==> config.mk <==
export PLATFORM = sky130hd
export DESIGN_NAME = tli_divider
export DESIGN_NICKNAME = d
export VERILOG_FILES = /design/src/hdl/tli_pkg.sv /design/src/hdl/tli_divider.sv
export SDC_FILE = /design/constraint.sdc
export NUM_CORES = 1
export LEC_CHECK = 0
export BUFFER_PORTS_ARGS = -buffer_cell sky130_fd_sc_hd__buf_2
export CORE_MARGIN = 5
export CORE_UTILIZATION = 59
export CTS_CLUSTER_SIZE = 16
export DETAILED_ROUTE_END_ITERATION = 10
export GPL_TIMING_DRIVEN = 0
export PLACE_DENSITY = 0.95
export SYNTH_ARGS = -nofsm -noshare
export SYNTH_HDL_FRONTEND = slang
export SYNTH_SLANG_ARGS = --single-unit
==> constraint.sdc <==
create_clock -name clk_i -period 7.1 [get_ports clk_i]
set_input_delay 1.42 -clock clk_i [delete_from_list [all_inputs] [get_ports clk_i]]
set_output_delay 1.42 -clock clk_i [all_outputs]
set_load 0.05 [all_outputs]
==> src/hdl/tli_pkg.sv <==
// tli_pkg: shared types and constants for the table linear interpolator
// used by tli_divider and table_linear_interpolator; no dependencies
package tli_pkg;

  localparam int unsigned DATA_W     = 32;
  localparam int unsigned PROD_W     = 2 * DATA_W;
  localparam int unsigned DIV_STEPS  = DATA_W;
  localparam int unsigned DIV_STEP_W = $clog2(DIV_STEPS);
  localparam int unsigned MIN_POINTS = 2;

  localparam logic OP_APPEND = 1'b0;
  localparam logic OP_QUERY  = 1'b1;

  localparam logic [1:0] ST_OK    = 2'd0;
  localparam logic [1:0] ST_FULL  = 2'd1;
  localparam logic [1:0] ST_ORDER = 2'd2;
  localparam logic [1:0] ST_FEW   = 2'd3;

  typedef struct packed {
    logic              start;
    logic [PROD_W-1:0] dividend;
    logic [DATA_W-1:0] divisor;
  } div_req_t;

  typedef struct packed {
    logic              done;
    logic [DATA_W-1:0] quotient;
  } div_rsp_t;

endpackage

==> src/hdl/tli_divider.sv <==
// tli_divider: serial restoring divider, one quotient bit per cycle
// dividend upper half must be below the divisor; depends on tli_pkg
module tli_divider (
  input  logic             clk_i,
  input  logic             rst_ni,
  input  tli_pkg::div_req_t req_i,
  output tli_pkg::div_rsp_t rsp_o
);

  logic                                busy_q, busy_d;
  logic                                done_q, done_d;
  logic [tli_pkg::DIV_STEP_W-1:0]      step_q;
  logic [tli_pkg::DATA_W-1:0]          rem_q;
  logic [tli_pkg::DATA_W-1:0]          quo_q;
  logic [tli_pkg::DATA_W:0]            shifted;
  logic [tli_pkg::DATA_W:0]            diff;

  assign shifted = {rem_q, quo_q[tli_pkg::DATA_W-1]};
  assign diff    = shifted - {1'b0, req_i.divisor};

  always_comb begin
    busy_d = busy_q;
    done_d = 1'b0;
    if (req_i.start) begin
      busy_d = 1'b1;
    end else if (busy_q && step_q == tli_pkg::DIV_STEP_W'(tli_pkg::DIV_STEPS - 1)) begin
      busy_d = 1'b0;
      done_d = 1'b1;
    end
  end

  always_ff @(posedge clk_i or negedge rst_ni) begin
    if (!rst_ni) begin
      busy_q <= 1'b0;
      done_q <= 1'b0;
      step_q <= '0;
    end else begin
      busy_q <= busy_d;
      done_q <= done_d;
      if (req_i.start) begin
        step_q <= '0;
      end else if (busy_q) begin
        step_q <= step_q + 1'b1;
      end
    end
  end

  always_ff @(posedge clk_i) begin
    if (req_i.start) begin
      rem_q <= req_i.dividend[tli_pkg::PROD_W-1:tli_pkg::DATA_W];
      quo_q <= req_i.dividend[tli_pkg::DATA_W-1:0];
    end else if (busy_q) begin
      if (!diff[tli_pkg::DATA_W]) begin
        rem_q <= diff[tli_pkg::DATA_W-1:0];
        quo_q <= {quo_q[tli_pkg::DATA_W-2:0], 1'b1};
      end else begin
        rem_q <= shifted[tli_pkg::DATA_W-1:0];
        quo_q <= {quo_q[tli_pkg::DATA_W-2:0], 1'b0};
      end
    end
  end

  assign rsp_o.done     = done_q;
  assign rsp_o.quotient = quo_q;

endmodule

==> results_dict.tcl <==
set metrics [dict create \
    synthCells 545 \
    period_needed_ps 4260 \
    portBuffers 131 \
    viasPerCell 6.29 \
    worst_ep_arrival_time_ps 4370 \
    die-height_um 105 \
    p_leak_nw 2.91 \
    powerDensity_nw_per_um2 420 \
    vias 5030 \
    grt_max_degree 65 \
    avgSynthCellArea_um2 9.87 \
    placementRows 34 \
    synth_nets 679 \
    synth_flop_cell "edfxtp_1" \
    die_x_um 105 \
    drtPass1Iterations 6 \
    drc 0 \
    hold_violations 0 \
    clock_skew_ps 10.4 \
    finalPower_mw 2.67 \
    switching_share 0.472 \
    slew_violations 0 \
    multi_input_area_um2 3000 \
    p_switching_mw 1.26 \
    cap_violations 0 \
    htreeDepth 3 \
    num-fill-cells 619 \
    final_cell_mix "buf_2 (133), edfxtp_1 (64), a21oi_1 (58)" \
    comb_power_share 0.619 \
    start_util 0.611 \
    r2r_slack_ps 3590 \
    pwr-share-clk 0.122 \
    peakVddDrop_mv 0.249 \
    grt_pass1_vias 5073 \
    setup_viol 0 \
    hold_slack_ps 584 \
    hp-class "reg2reg" \
    max-slew-margin-rel 0.423 \
    nNetsFinal 821 \
    fmax_mhz 235 \
    seq_area_um2 2100 \
    routedWlPerCell_um 20.3 \
    layout_commonest_cell "buf_2" \
    numCtsBuffers 9 \
    area_growth_pct 18.3 \
    insertion_delay_ps 360 \
    finalCritPeriodShare 0.600 \
    path_class "in2reg" \
    grt_pass1_wl_um 25500 \
    num_io_pins 132 \
    synthTopCellsByArea "edfxtp_1 (36%), ha_1 (7.9%), mux2_2 (7.1%), a21oi_1 (5.4%), mux2i_1 (3.9%)" \
    diodes 0 \
    grt_setup_unrepaired "false" \
    critPathLaunchType "input pin" \
    cts_resized 0 \
    clockBufferDepth 2 \
    synthArstFlopShare 0.0986 \
    path_clk_slew_ps 90 \
    place_congestion 0.998 \
    synth_edf_count 64 \
    ys_types 70 \
    synth_top_area_cell "edfxtp_1" \
    antenna_found_initial 1 \
    core_um2 8810 \
    wl_um 16200 \
    p_seq_frac 0.258 \
    required_ps 7220 \
    die_area_um2 11100 \
    drtAntennaViolNets 0 \
    fin_tns_setup_ps 0 \
    outcome "complete, no violations" \
    drive_gt1_frac 0.308 \
    tightest_slew_ps 865 \
    drt_iter0_drc 463 \
    hpwlAfterDp_um 11700 \
    endpoint_kind "flip-flop" \
    syn_area_um2 5380 \
    p_int_mw 1.41 \
    grt_usage 0.288 \
    cts_root_buf "clkbuf_8" \
    postCtsSetupBuffers 0 \
    holdBufCountCts 0 \
    yosysTopAreaCellShare 0.357 \
    cts_tree "done" \
    ys_seq_elements 71 \
    path_max_fanout 10 \
    gr-total-overflow 0 \
    clock_sinks 71 \
    yosysWarnings 0 \
    yosysSeqAreaShare 0.390 \
    final_util 0.722 \
]
## cell families (layout without fill, tap and decap cells)
family / count (synthesis) / count (layout) / share of synthesized area
AO/OA/AOI/OAI: 148 / 148 / 0.188
XOR/XNOR: 29 / 29 / 0.0472
adder cells (fa/ha/maj): 35 / 35 / 0.0828
buffers and inverters: 66 / 213 / 0.0537
flip-flops: 71 / 71 / 0.390
multiplexers: 55 / 55 / 0.110
AND/OR/NAND/NOR: 141 / 141 / 0.128
## worst paths after layout
check | cells past startpoint | to | from
worst max-delay path | 13 | rem_q[0]$_DFFE_PP_ | req_i[0]
worst min-delay path | 2 | step_q[3]$_DFFE_PN0P_ | step_q[3]$_DFFE_PN0P_
worst max register to register | 13 | rem_q[0]$_DFFE_PP_ | quo_q[31]$_DFFE_PP_
worst min register to register | 2 | step_q[3]$_DFFE_PN0P_ | step_q[3]$_DFFE_PN0P_
max in group asynchronous | 1 | step_q[4]$_DFFE_PN0P_ | rst_ni
min in group asynchronous | 1 | done_q$_DFF_PN0_ | rst_ni
## Yosys cell counts (all sizes together) (13+ instances only)
cell type and instances:
a21oi 63, clkbuf 15, edfxtp 64, ha 34, inv 42, mux2 34
mux2i 21, nand2 34, nor2 46, o21ai 25, xnor2 16, xor2 13
## sequential cells by signal, indices dropped and copies added (netlist names)
name / count
quo_q: 32
rem_q: 32
step_q: 5
busy_q: 1
done_q: 1
## power groups by stage
stage | Clock, mW | Combinational (mW) | Sequential, mW
final | 0.327 | 1.66 | 0.691
after global routing | 0.344 | 1.79 | 0.704
after CTS | 0.323 | 1.62 | 0.688
after detailed placement | 0 | 1.59 | 0.695
after global placement | 0 | 1.52 | 0.684
after floorplan | 0 | 1.18 | 0.750
## area by class of cell
class                   count  area share
clock buffers               9      0.0195
repair buffers            131       0.103
flip-flops and latches     71       0.330
well taps                 108      0.0212
multi-input cells         408       0.472
inverters                  42      0.0248
plain buffers              24      0.0207
clock inverters             7     0.00944
## worst max-delay path, cell delays in order
cell	delay, ps
buf_2	100
ha_1	230
fa_1	410
nand2b_1	190
a21o_4	240
a32oi_4	240
a31o_1	270
o31ai_4	90
o21ai_4	350
or2_4	210
buf_6	150
o21ai_0	140
mux2_2	330
## metrics by stage
step	cells	instance area, um^2	setup WS (ps)
floorplan	545	5380	3040
global placement	784	6170	1940
detailed placement	784	6180	2600
CTS	800	6360	2920
global route	800	6360	2760
finish	800	6360	2840
## layer usage
| layer | routed length, um | track usage |
|---|---|---|
| met1 | 5780 | 0.322 |
| met2 | 8290 | 0.524 |
| met3 | 1470 | 0.0678 |
| met4 | 662 | 0.117 |
| met5 | 7 | 0 |
(Power assumes the default switching activity.)
